### src/sv/res_pkg.sv
// Shared types and constants for the record exchange sort block.
// No dependencies; res_if, res_mem, res_ctrl, the top level and the testbench use it.
package res_pkg;

  localparam int KEY_W    = 64;
  localparam int SALARY_W = 32;
  localparam int TAG_W    = 32;

  localparam int MAX_RECORDS_DEF = 32;
  localparam int KEY_BYTES_DEF   = 8;

  typedef struct packed {
    logic [KEY_W-1:0]           key;
    logic signed [SALARY_W-1:0] salary;
    logic [TAG_W-1:0]           tag;
  } record_t;

  // One result beat as held in the output register.
  typedef struct packed {
    record_t rec;
    logic    final_flag;
    logic    overflow;
  } out_beat_t;

endpackage

### src/sv/res_mem.sv
// Record store: one write port and one read port with registered read data.
// Depends on res_pkg for the record type.
module res_mem #(
  parameter int DEPTH = 32,
  parameter int AW    = 5
) (
  input  logic             clk,
  input  logic             wr_en,
  input  logic [AW-1:0]    wr_addr,
  input  res_pkg::record_t wr_rec,
  input  logic             rd_en,
  input  logic [AW-1:0]    rd_addr,
  output res_pkg::record_t rd_rec
);
  import res_pkg::*;

  record_t mem [DEPTH];
  record_t rd_rec_r;

  always_ff @(posedge clk) begin
    if (wr_en) begin
      mem[wr_addr] <= wr_rec;
    end
  end

  always_ff @(posedge clk) begin
    if (rd_en) begin
      rd_rec_r <= mem[rd_addr];
    end
  end

  assign rd_rec = rd_rec_r;

endmodule

### config.mk
export PLATFORM = sky130hd
export DESIGN_NAME = res_mem
export DESIGN_NICKNAME = d
export VERILOG_FILES = /design/src/sv/res_pkg.sv /design/src/sv/res_mem.sv
export SDC_FILE = /design/constraint.sdc
export NUM_CORES = 2
export LEC_CHECK = 0
export BUFFER_PORTS_ARGS = -buffer_cell sky130_fd_sc_hd__buf_2
export CAP_MARGIN = 20
export CORE_MARGIN = 3
export CORE_UTILIZATION = 45
export CTS_CLUSTER_SIZE = 30
export DETAILED_ROUTE_END_ITERATION = 6
export SLEW_MARGIN = 20
export SYNTH_ARGS = -nofsm -noshare
export SYNTH_HDL_FRONTEND = slang
export SYNTH_SLANG_ARGS = --single-unit
### constraint.sdc
create_clock -name clk -period 7.9 [get_ports clk]
set_input_delay 1.58 -clock clk [delete_from_list [all_inputs] [get_ports clk]]
set_output_delay 1.58 -clock clk [all_outputs]
set_load 0.005 [all_outputs]
==> summary by stage <==
Drt
The wire length per cell is 34.32 um. The final antenna-violating net count is 0. The number of vias after detailed routing is 73920.

The iteration-0 DRC count of the detailed router is 8588. Dividing the detail-routed via count by the number of cells gives 6.217. For this run, design rule violations remaining after detail routing come to 0.

Before antenna repair, the detailed router went through 6 iterations. Summed over all layers, the routed wires come to 408.1 mm.

Floorplanning
The starting utilization of the core area is 0.4542. The die is 595.8 um tall. The number of placement rows is 215. The core area is 344600 sq um. Pin placement for this block handled 269 I/O pins.

The die covers 354900 sq um. The floorplan die width is 595.8 um.

Min path
The min-delay analysis places its worst path in the category flop to flop.

STA
Derived from the worst setup path, the maximum achievable clock frequency is 0.2553 GHz. The total count of max-transition violations in the final report came to 0. Between clock sinks in the finished design, the worst skew comes to 0.04694 ns.

The number of endpoints with negative hold slack in the final report is 0. The total of endpoints with negative setup slack in the final report is 0. Setup repair after global routing left no endpoint under its margin. At the pin with the least slew margin, the transition time is 1.099 ns. In this run the tightest slew margin relative to its limit is 0.2675. The time the final worst path needs with I/O delays and setup is 3.917 ns. Of the available clock period, the critical path in the final layout requires 0.4958. The final sum of negative setup slack is 0 ns.

Clocking
TritonCTS built the clock tree. The clock passes through at most 4 buffers. The insertion delay of the later-clocked pin in the worst-skew pair is 0.96 ns. CTS saw 4224 sinks.

The post-CTS setup buffer count is 0. The number of buffers inserted for hold repair after clock tree synthesis is 0. The number of CTS-inserted buffers is 423. The H-tree generated during clock tree synthesis spans 5 levels. The clock root buffer is clkbuf_16. Clock-pin slew was measured on the worst setup and hold paths at 0.06 ns. The number of gates resized after cts is 0.

Run
The reported max-cap violation count is 0.

Logic synthesis
The number of different library cells used by synthesis comes to 27. The post-synth net total is 6581. The top cell type's share of synthesized area is 0.8104.

In the synthesized netlist, the number of instances is 6440. The share of the Yosys chip area taken by registers is 0.8104. The library cell with the largest summed area after synthesis is edfxtp_1. After synthesis, the cell types taking the most area are edfxtp_1 81%, mux4_2 14%, o22ai_1 1.8%, mux2i_1 0.87%, a22oi_1 0.49%. In this run the mean area of a mapped cell was 24.30 sq um. The number of warnings issued by yosys is 0. The netlist area before placement is 156500 sq um. Counting flops and latches in the post-synthesis netlist gives 4224.

Pwr
The part of the total power dissipated in sequential elements is 0.536. The analysis attributes to net switching a power of 0.009688 W. Cell internal power was estimated by the tool at 0.03721 W. Of the total power, combinational logic draws 0.041.

Of the total power, the share spent switching nets is 0.2066. In this run the power density over the cells is 263.9 nW/um^2. The cell leakage power is 54.99 nW. Of the total power, the clock network draws 0.423. The maximum vdd drop is 0.2218 mV.

Global routing
The first global-routing pass estimated 577.2 mm of wire. Across every metal layer, demand over resource in global routing totals 0.2286. The total congestion overflow after global routing is 0.

Entering global routing, the biggest net connects 136 pins. The number of global-route vias before repair is 74680. The number of antenna violations at the first check in global routing is 65.

Finish
The final standard cell utilization of the core is 0.5156. Of the cells placed in the final design, the portion with a size suffix greater than 1 is 0.2777. The cell area after layout is 177700 sq um.

The synthesis-to-layout area growth is 13.53%. After the last flow step, the layout net total stands at 7099. The library cell used most frequently in the layout, excluding fill and tap cells, is edfxtp_1. In the layout the commonest cells are 4224 x edfxtp_1, 956 x mux4_2, 444 x o22ai_1, 428 x clkbuf_16, 265 x buf_2.

Critical path
The arrival time reported for the critical path endpoint is 4.62 ns. For the worst setup path, the data required time is 8.60 ns. Of all nets on the critical path, the largest fanout is 40. The sort of element at the start of the critical path is an input pin. The critical setup path kind is input pin to flop. The kind of end point of the critical path is a flop.

Outcome
The flow ran to the end, and the final reports show no timing, DRC or antenna violations.

Placement
The congestion estimate from routability-driven global placement came to 0.7264. In this run the tool buffered the top-level ports with 268 buffer cells. The placed wire-length estimate after detailed placement is 195.5 mm. Summing all placed instances gives a cell area of 164000 sq um.
-- cells by family (layout without fill, tap and decap cells) --
logic type      Yosys count  count (layout)  share of synthesized area
simple gates            226             226                   0.008250
mux                    1092            1092                     0.1463
compound gates          546             546                    0.02264
flops                  4224            4224                     0.8104
buf+inv                 352            1223                    0.01245
other cells               0              21                          0
-- worst max-delay path, stage by stage --
cell and delay (ns):
buf_2 0.27, nor2b_2 0.76, nand2_4 0.75, buf_4 0.58, buf_4 0.32, o22ai_1 0.22
nor4_1 0.09
-- synth_stat cells, drive strengths merged --
library cell,instances
nand2b,1
or3b,4
o22ai,444
and3,1
nor4,111
or3,2
nand3b,6
edfxtp,4224
mux4,956
nand2,4
buf,235
mux2i,136
clkbuf,117
or2,1
nor2b,3
nand4,17
and2,1
a22oi,102
nor3b,1
and3b,1
nand3,37
nor2,36
-- area by class of cell --
cell class | instances | area (sq um)
timing repair buffer | 445 | 3368
tap | 4557 | 5702
clock buffer | 517 | 11040
multi-input combinational | 1864 | 28050
sequential | 4224 | 126800
clock inverter | 261 | 2634
antenna | 21 | 52.55
fill | 26270 | 166900
-- routing by layer --
metal	vias to the layer above	GRT usage	wire length [um]
met5	-	0	158
met4	24	0.05358	9223
met1	40810	0.3260	165400
met3	613	0.03709	32010
li1	29260	-	-
met2	3217	0.3728	201300
-- final timing paths --
path                            depth (start not counted)           to          from  slack, ns
worst max-delay path                                    7   rd_rec[42]    rd_addr[4]       3.98
worst min-delay path                                    3   rd_rec[11]   mem[27][11]       0.77
worst max register to register                          3  rd_rec[116]  mem[24][116]       6.14
worst min register to register                          3   rd_rec[11]   mem[27][11]       0.77
-- power by group through the flow --
stage / Sequential, W / Clock (W) / Combinational, W
2_1_floorplan: 0.0256 / 0 / 0.00109
3_3_place_gp: 0.0256 / 0 / 0.00192
3_5_place_dp: 0.0256 / 0 / 0.00195
4_1_cts: 0.0252 / 0.0202 / 0.00195
5_1_grt: 0.0252 / 0.0211 / 0.00207
6_report: 0.0251 / 0.0198 / 0.00192
-- metrics by stage --
stage          setup WS, ns  instances  power [W]  hold WS [ns]
2_1_floorplan       -0.2784       6440    0.02668        0.7237
3_3_place_gp          2.984      11090    0.02753        0.7476
3_5_place_dp          2.922      11090    0.02758        0.7577
4_1_cts               3.991      11870    0.04727        0.7710
5_1_grt               3.778      11870    0.04828        0.8021
6_report              3.983      11890    0.04690        0.7727
-- state kept, by name (all words and copies together) (netlist names) --
register and flops:
mem 4096, rd_rec 128
Note: power is estimated with default switching activity, not from simulation.
