<file path="src/sv/res_pkg.sv">
// Shared types and constants for the record exchange sort block.
// No dependencies; res_if, res_mem, res_ctrl, the top level and the testbench use it.
package res_pkg;

  localparam int KEY_W    = 64;
  localparam int SALARY_W = 32;
  localparam int TAG_W    = 32;

  localparam int MAX_RECORDS_DEF = 32;
  localparam int KEY_BYTES_DEF   = 8;

  typedef struct packed {
    logic [KEY_W-1:0]           key;
    logic signed [SALARY_W-1:0] salary;
    logic [TAG_W-1:0]           tag;
  } record_t;

  // One result beat as held in the output register.
  typedef struct packed {
    record_t rec;
    logic    final_flag;
    logic    overflow;
  } out_beat_t;

endpackage

</file>
<file path="src/sv/res_ctrl.sv">
// Sequencer of the record exchange sort: load, in-memory exchange sort, output.
// Depends on res_pkg; drives the ports of res_mem.
module res_ctrl #(
  parameter int MAX_RECORDS = 32,
  parameter int KEY_BYTES   = 8,
  parameter int AW          = 5,
  parameter int CW          = 6
) (
  input  logic               clk,
  input  logic               rst_n,
  // input channel
  input  logic               in_valid,
  output logic               in_ready,
  input  res_pkg::record_t   in_rec,
  input  logic               in_is_last,
  // result channel
  output logic               out_valid,
  input  logic               out_ready,
  output res_pkg::out_beat_t out_beat,
  // record store
  output logic               mem_wr_en,
  output logic [AW-1:0]      mem_wr_addr,
  output res_pkg::record_t   mem_wr_rec,
  output logic               mem_rd_en,
  output logic [AW-1:0]      mem_rd_addr,
  input  res_pkg::record_t   mem_rd_rec
);
  import res_pkg::*;

  localparam logic [KEY_W-1:0] KEY_MASK = {KEY_W{1'b1}} << (KEY_W - 8 * KEY_BYTES);
  localparam logic [CW-1:0]    CAP      = CW'(MAX_RECORDS);

  localparam logic [2:0] S_LOAD  = 3'd0;
  localparam logic [2:0] S_START = 3'd1;
  localparam logic [2:0] S_LDI   = 3'd2;
  localparam logic [2:0] S_CMP   = 3'd3;
  localparam logic [2:0] S_WBI   = 3'd4;
  localparam logic [2:0] S_ORD   = 3'd5;
  localparam logic [2:0] S_OLD   = 3'd6;
  localparam logic [2:0] S_OHOLD = 3'd7;

  logic [2:0]    state_r, state_nxt;
  logic [CW-1:0] count_r, count_nxt;
  logic          dropped_r, dropped_nxt;
  logic [AW-1:0] i_r, i_nxt;
  logic [AW-1:0] j_r, j_nxt;
  record_t       held_r, held_nxt;
  logic          out_valid_r, out_valid_nxt;
  out_beat_t     out_beat_r, out_beat_nxt;
  logic [CW-1:0] last_idx;
  record_t       load_rec;

  assign last_idx = count_r - CW'(1);

  always_comb begin
    load_rec     = in_rec;
    load_rec.key = in_rec.key & KEY_MASK;
  end

  always_comb begin
    state_nxt     = state_r;
    count_nxt     = count_r;
    dropped_nxt   = dropped_r;
    i_nxt         = i_r;
    j_nxt         = j_r;
    held_nxt      = held_r;
    out_valid_nxt = out_valid_r;
    out_beat_nxt  = out_beat_r;
    mem_wr_en     = 1'b0;
    mem_wr_addr   = count_r[AW-1:0];
    mem_wr_rec    = load_rec;
    mem_rd_en     = 1'b0;
    mem_rd_addr   = i_r;
    in_ready      = 1'b0;

    case (state_r)
      S_LOAD: begin
        in_ready = 1'b1;
        if (in_valid) begin
          if (count_r < CAP) begin
            mem_wr_en = 1'b1;
            count_nxt = count_r + CW'(1);
          end else begin
            dropped_nxt = 1'b1;
          end
          if (in_is_last) begin
            state_nxt = S_START;
          end
        end
      end
      S_START: begin
        i_nxt = '0;
        if (count_r < CW'(2)) begin
          state_nxt = S_ORD;
        end else begin
          mem_rd_en   = 1'b1;
          mem_rd_addr = '0;
          state_nxt   = S_LDI;
        end
      end
      S_LDI: begin
        // Record at position i becomes the running minimum of this pass.
        held_nxt    = mem_rd_rec;
        j_nxt       = i_r + AW'(1);
        mem_rd_en   = 1'b1;
        mem_rd_addr = i_r + AW'(1);
        state_nxt   = S_CMP;
      end
      S_CMP: begin
        if (held_r.key > mem_rd_rec.key) begin
          mem_wr_en   = 1'b1;
          mem_wr_addr = j_r;
          mem_wr_rec  = held_r;
          held_nxt    = mem_rd_rec;
        end
        if (CW'(j_r) == last_idx) begin
          state_nxt = S_WBI;
        end else begin
          j_nxt       = j_r + AW'(1);
          mem_rd_en   = 1'b1;
          mem_rd_addr = j_r + AW'(1);
        end
      end
      S_WBI: begin
        mem_wr_en   = 1'b1;
        mem_wr_addr = i_r;
        mem_wr_rec  = held_r;
        if (CW'(i_r) + CW'(2) == count_r) begin
          // Final pass done; entry zero is read in S_ORD, so that the read sees this write.
          i_nxt     = '0;
          state_nxt = S_ORD;
        end else begin
          i_nxt       = i_r + AW'(1);
          mem_rd_en   = 1'b1;
          mem_rd_addr = i_r + AW'(1);
          state_nxt   = S_LDI;
        end
      end
      S_ORD: begin
        mem_rd_en   = 1'b1;
        mem_rd_addr = i_r;
        state_nxt   = S_OLD;
      end
      S_OLD: begin
        out_valid_nxt           = 1'b1;
        out_beat_nxt.rec        = mem_rd_rec;
        out_beat_nxt.final_flag = (CW'(i_r) == last_idx);
        out_beat_nxt.overflow   = dropped_r;
        state_nxt               = S_OHOLD;
      end
      S_OHOLD: begin
        if (out_ready) begin
          out_valid_nxt = 1'b0;
          if (out_beat_r.final_flag) begin
            count_nxt   = '0;
            dropped_nxt = 1'b0;
            state_nxt   = S_LOAD;
          end else begin
            i_nxt       = i_r + AW'(1);
            mem_rd_en   = 1'b1;
            mem_rd_addr = i_r + AW'(1);
            state_nxt   = S_OLD;
          end
        end
      end
      default: begin
        state_nxt = S_LOAD;
      end
    endcase
  end

  always_ff @(posedge clk) begin
    if (!rst_n) begin
      state_r     <= S_LOAD;
      count_r     <= '0;
      dropped_r   <= 1'b0;
      out_valid_r <= 1'b0;
      i_r         <= '0;
      j_r         <= '0;
    end else begin
      state_r     <= state_nxt;
      count_r     <= count_nxt;
      dropped_r   <= dropped_nxt;
      out_valid_r <= out_valid_nxt;
      i_r         <= i_nxt;
      j_r         <= j_nxt;
    end
  end

  always_ff @(posedge clk) begin
    held_r     <= held_nxt;
    out_beat_r <= out_beat_nxt;
  end

  assign out_valid = out_valid_r;
  assign out_beat  = out_beat_r;

endmodule

</file>
<file path="config.mk">
export PLATFORM = sky130hd
export DESIGN_NAME = res_ctrl
export DESIGN_NICKNAME = d
export VERILOG_FILES = /design/src/sv/res_pkg.sv /design/src/sv/res_ctrl.sv
export SDC_FILE = /design/constraint.sdc
export NUM_CORES = 1
export LEC_CHECK = 0
export ABC_AREA = 1
export BUFFER_PORTS_ARGS = -buffer_cell sky130_fd_sc_hd__buf_2
export CAP_MARGIN = 20
export CORE_AREA = 5 5 206 208
export CTS_CLUSTER_DIAMETER = 100
export DETAILED_ROUTE_END_ITERATION = 16
export DIE_AREA = 0 0 211 213
export HOLD_SLACK_MARGIN = 0.08
export PLACE_DENSITY = 0.66
export SLEW_MARGIN = 0
export SYNTH_ARGS = -nofsm -noshare
export SYNTH_HDL_FRONTEND = slang
export SYNTH_SLANG_ARGS = --single-unit
</file>
<file path="constraint.sdc">
create_clock -name clk -period 11.1 [get_ports clk]
set_input_delay 0 -clock clk [delete_from_list [all_inputs] [get_ports clk]]
set_output_delay 0 -clock clk [all_outputs]
set_load 0.03 [all_outputs]
</file>
==> reports/results.ini, run 1 <==
[synth]
yosys_most_used_dff=edfxtp_1
synthCells=1970
syn_nets=2301
netlist_area_mm2=0.01629
synth_edf_count=258
yosysSeqAreaShare=0.5013
synth_cell_type_count=39
async_reset_ff_frac=0
syn_area_per_cell_um2=8.271
ys_ff_latch=279
ys_warn_count=0

[timing]
setup_tns_ns=0
timing.fmax_mhz=215.5
post-route-period-util=0.4180
worst_pin_slew_ns=1.074
fin_crit_ns=4.640
setup_viol=0
hold_violations=0
finClkSkew_ns=0.02226
slew_violations=0
grt_setup_unrepaired=false
relSlewSlack=0.2840

[global_routing]
grt_overflow_total=0
grt_pass1_vias=15858
grt_pass1_wl_mm=88.93
grt_max_degree=135
track_usage=0.2522
antenna_found_initial=5

[cells_and_area]
multi_input_area_mm2=0.005813
area_growth_pct=34.03
regArea_mm2=0.008168
mostFrequentLayoutCell=buf_2
nets=2922
fin_cells=3150
drive_gt1_frac=0.2341
final_cell_mix=buf_2, inv_1, nand2_1
fin_area_mm2=0.02184
fin_util=0.5409
n_fill_cell=3660

[clock_tree]
cts_max_path_buffers=3
h-tree-depth=2
cts_tree=built
post-cts-setup-buffers=0
cts.sinks=279
cts_buffers=35
cts_resized=0
root_buffer=clkbuf_16
path_clk_slew_ns=0.07
insertion_delay_ns=0.54

[die]
initial_core_util=0.4036
ios=533
die_area_mm2=0.04494
core_region_area_mm2=0.04037
die_h_um=213
rows=74
die_x_um=211

[pwr]
p_total_uw=5009
ir_worst_vdd_mv=0.1722
leakagePower_uw=0.01106
powerDensity_mw_per_mm2=229.4

[critical_path]
path_max_fanout=134
cp.required_ns=11.10
slowest_stage=nand2_8
crit_top_cell=nand2_1
cp-end-kind=output port
crit_buf_inv=3
slowest_delay_ns=0.69
critical_path_class=flop to output port
critPathTopFamily=simple AND/OR/NAND/NOR gates
worstSetupStartpointType=flop
crit_arrival_ns=4.64
cp_cell_sequence=ha_1 > nand2_1 > inv_1 > o21ai_0 > a21oi_1 > nor2_1 > nand2_1 > a21oi_1 > nand2_8 > nand2_8 > buf_4 > nand2_1 > nand3_1 > nand2_1 > buf_2

[route]
vias_per_cell=5.061
routed_wl_mm=59.23
first_pass_iters=5
drcViolationCount=0
wire_per_inst_um=18.80
ant_nets=0
initialDrtViolationCount=1153
vias=15943

[placement]
io_buffers=532
placed_area_mm2=0.01933
dp_hpwl_mm=41.81
dp_cells=2953
place.gp.congestion=0.9127

[status]
outcome=completed

[run]
drv_cap=0

[hold_path]
hold_class=input port to flop

where the power goes:
group	switching, uW	internal, uW
clock network	459	739
logic	1730	638
registers	74.0	1370
stage by stage:
stage,setup WS (ns),hold slack (ns)
5_1_grt,5.975,0.1683
3_5_place_dp,6.599,0.1909
6_report,6.460,0.1779
2_1_floorplan,3.009,0.09887
3_3_place_gp,6.713,0.1938
4_1_cts,6.283,0.1364
worst register-to-register path, cell delays in order, from the launching register on:
cell and delay, ns:
edfxtp_1 0.39, ha_1 0.30, nand2_1 0.09, nor4_1 0.32
nand2_1 0.15, nor2_2 0.19, nand2_1 0.16, nand2_8 0.60
nand2_8 0.60, o21ai_4 0.39, buf_4 0.81
cell usage after synthesis, types with 2 or more instances:
cell	number	area [um2]
a31oi_1	2	12.51
o21ai_1	4	20.02
a211oi_1	2	15.01
xor2_1	16	140.1
nand4_1	5	31.28
nor3_1	5	25.02
o21ai_0	33	165.2
nor4_1	3	18.77
buf_1	11	41.29
nand2_1	380	1426
o22ai_1	134	838.3
clkbuf_2	2	10.01
o21a_1	4	30.03
nor3b_1	2	15.01
nor2_2	3	18.77
buf_2	35	175.2
nand2_2	4	25.02
a21oi_1	47	235.2
clkbuf_1	37	138.9
edfxtp_1	258	7747
ha_1	70	875.8
nand3_1	299	1496
inv_1	511	1918
o211ai_1	7	52.55
nor2_1	53	198.9
xnor2_1	2	17.52
inv_2	4	15.01
buf_6	6	67.56
dfxtp_1	21	420.4
kinds of logic (layout without fill, tap and decap cells):
group	after synthesis	in the layout	share of synthesized area
AND/OR/NAND/NOR	760	760	0.2036
buffers and inverters	607	1251	0.1457
flip-flops	279	279	0.5013
AO/OA/AOI/OAI	235	235	0.08501
adder cells (fa/ha/maj)	70	70	0.05376
XOR/XNOR	19	19	0.01067
other	0	4	0
final cells by class:
type / instances / area share
flip-flops and latches: 279 / 0.3740
diodes: 4 / 0.0004584
clock inverters: 20 / 0.01255
repair buffers: 676 / 0.1867
well taps: 532 / 0.03048
inverters: 515 / 0.08864
clock buffers: 40 / 0.04097
multi-input cells: 1084 / 0.2662
state kept, by name, summed over array words and instances, names as in the netlist:
register and count:
count_r 6, dropped_r 1, held_r 128, i_r 5, j_r 5, out_beat 130
out_valid 1, state_r 3
layer usage:
| layer | track usage | vias to the layer above | wire, um |
|---|---|---|---|
| met4 | 0.09814 | 0 | 2234 |
| li1 | - | 7662 | - |
| met2 | 0.4346 | 685 | 29210 |
| met1 | 0.3093 | 7469 | 22980 |
| met3 | 0.05657 | 127 | 4804 |
| met5 | 0 | - | 0 |
final timing paths:
kind / start / to / slack (ns) / cells after the start
max: held_r[105] / mem_wr_rec[53] / 6.46 / 15
min: mem_rd_rec[9] / out_beat[11] / 0.18 / 2
max reg2reg: held_r[119] / held_r[41] / 6.60 / 10
min reg2reg: dropped_r / out_beat[0] / 0.43 / 0
what timing repair did:
item / 4_1_cts / 5_1_grt
hold buffers: 133 / 0
endpoints found under the setup margin: 0 / 0
endpoints found under the hold margin: 271 / 0
Power figures use the tool's default switching activity.
==> run 2, diff against run 1 <==
==> constraint.sdc (replaced) <==
create_clock -name clk -period 4.45 [get_ports clk]
set_input_delay 0 -clock clk [delete_from_list [all_inputs] [get_ports clk]]
set_output_delay 0 -clock clk [all_outputs]
set_load 0.03 [all_outputs]
==> run 2 against run 1 <==
Setup slack lost 6.1 ns. Sequential cell count stayed put. Design area shrank 0.10%. Clock power is 120% higher. Clock-buffer cell count grew 5. Sequential share of layout area about the same. Highest routed layer is now met5.
==> reports/results.ini, run 2 (synthesis results as in run 1) <==
[status]
outcome=completed

[die]
rows=74
core_region_area_mm2=0.04037
ios=533
die_x_um=211
die_area_mm2=0.04494
initial_core_util=0.4036
die_h_um=213

[route]
vias_per_cell=5.105
initialDrtViolationCount=1148
vias=16115
ant_nets=0
wire_per_inst_um=18.86
routed_wl_mm=59.55
first_pass_iters=5
drcViolationCount=0

[clock_tree]
cts.sinks=279
path_clk_slew_ns=0.06
post-cts-setup-buffers=0
h-tree-depth=2
insertion_delay_ns=0.54
cts_max_path_buffers=3
cts_tree=built
cts_buffers=35
root_buffer=clkbuf_16

[critical_path]
reg2reg_from=held_r[111]
path_max_fanout=77
rrSetupSlack_ns=0.91
slowest_delay_ns=0.67
r2r_cells=10
critPathTopFamily=simple AND/OR/NAND/NOR gates
crit_path_end=mem_wr_rec[60]
cp.required_ns=4.45
startpoint=held_r[111]
worstSetupStartpointType=flop
path_depth=13
crit_arrival_ns=4.09
slowest_stage=buf_4
critical_path_class=flop to output port
r2r_end=held_r[105]
cp_cell_sequence=ha_1 > nand4_1 > nor2_1 > nand3b_1 > nor2_2 > nand2_1 > nand2_8 > buf_6 > buf_4 > nand3_1 > nand3_1 > nand2_1 > buf_2
cp-end-kind=output port
crit_buf_inv=3

[pwr]
p_sw_frac=0.4652
leakagePower_uw=0.01104
p_total_uw=12260
pwr-share-comb=0.488
powerDensity_mw_per_mm2=562.2
power.internal_uw=6558
power_frac_seq=0.294
ir_worst_vdd_mv=0.3428
switching_power_uw=5705
pwr-share-clk=0.218

[placement]
dp_slack_ns=0.6500
place.gp.congestion=0.9003
dp_hpwl_mm=41.46
io_buffers=532
dp_cells=2956

[timing]
post-route-period-util=0.9185
final.setup.worst_slack_ns=0.3625
timing.fmax_mhz=244.6
grt_setup_unrepaired=false
setup_tns_ns=0
setup_viol=0
slew_violations=0
hold_violations=0
finClkSkew_ns=0.01549
relSlewSlack=0.2519
fin_crit_ns=4.088
worst_pin_slew_ns=1.122

[cells_and_area]
nets=2926
n_fill_cell=3679
fin_util=0.5404
area_growth_pct=33.89
drive_gt1_frac=0.2350
mostFrequentLayoutCell=buf_2
final_cell_mix=buf_2, inv_1, nand2_1
fin_cells=3157
largest_reg_flops=130

[global_routing]
grt_pass1_wl_mm=89.47
antenna_found_initial=5
grt_max_degree=134
track_usage=0.2530
grt_overflow_total=0
grt_pass1_vias=15951

[run]
drv_cap=0

[hold_path]
hold_class=input port to flop

==> run 2: changes by cell type in the layout (fill, tap and decap cells not counted), moves of 2 or more <==
| cell | change |
|---|---|
| buf_12 | +3 |
| bufinv_16 | -7 |
| clkbuf_1 | +3 |
| clkbuf_16 | +2 |
| clkinv_2 | +2 |
| clkinvlp_4 | +3 |
==> run 2: metal layers <==
layer,track usage,vias to the layer above,part of all wire
li1,-,7664,-
met1,0.3076,7538,0.38
met2,0.4364,791,0.49
met3,0.06186,118,0.090
met4,0.09613,4,0.034
met5,0,-,0.00045
==> run 2: how the worst min path moves through the flow <==
stage,slack [ns],start,to,cells after the start
finish,0.18,mem_rd_rec[7],out_beat[9],2
global route,0.17,mem_rd_rec[57],held_r[57],2
CTS,0.15,mem_rd_rec[7],out_beat[9],2
detailed placement,0.19,mem_rd_rec[3],out_beat[5],1
global placement,0.19,mem_rd_rec[5],held_r[5],1
floorplan,0.1,mem_rd_rec[0],held_r[0],0
==> run 2: final cells by class <==
type,instances,area (um2),area share
well taps,532,665.6,0.03051
diodes,4,10.01,0.0004588
clock buffers,45,955.9,0.04382
flip-flops and latches,279,8168,0.3744
clock inverters,18,96.34,0.004416
repair buffers,680,4168,0.1911
inverters,515,1938,0.08884
multi-input cells,1084,5813,0.2665
==> run 2: stage by stage <==
step / hold slack (ns) / cell area [um2]
6_report: 0.1803 / 21810
4_1_cts: 0.1484 / 21770
3_5_place_dp: 0.1927 / 19390
3_3_place_gp: 0.1907 / 19390
2_1_floorplan: 0.09887 / 16310
5_1_grt: 0.1690 / 21810
==> run 2: power groups by stage <==
stage	clock network, uW	logic, uW	registers [uW]
4_1_cts	2740	5960	3610
2_1_floorplan	0	3920	3760
3_3_place_gp	0	5770	3650
3_5_place_dp	0	5830	3660
6_report	2670	5980	3610
5_1_grt	2850	6500	3640
==> run 2: repair_timing <==
action / in CTS / in global routing
gates resized for setup: 0 / 1
hold buffers: 133 / 0
setup endpoints to repair: 0 / 57
endpoints found under the hold margin: 271 / 0
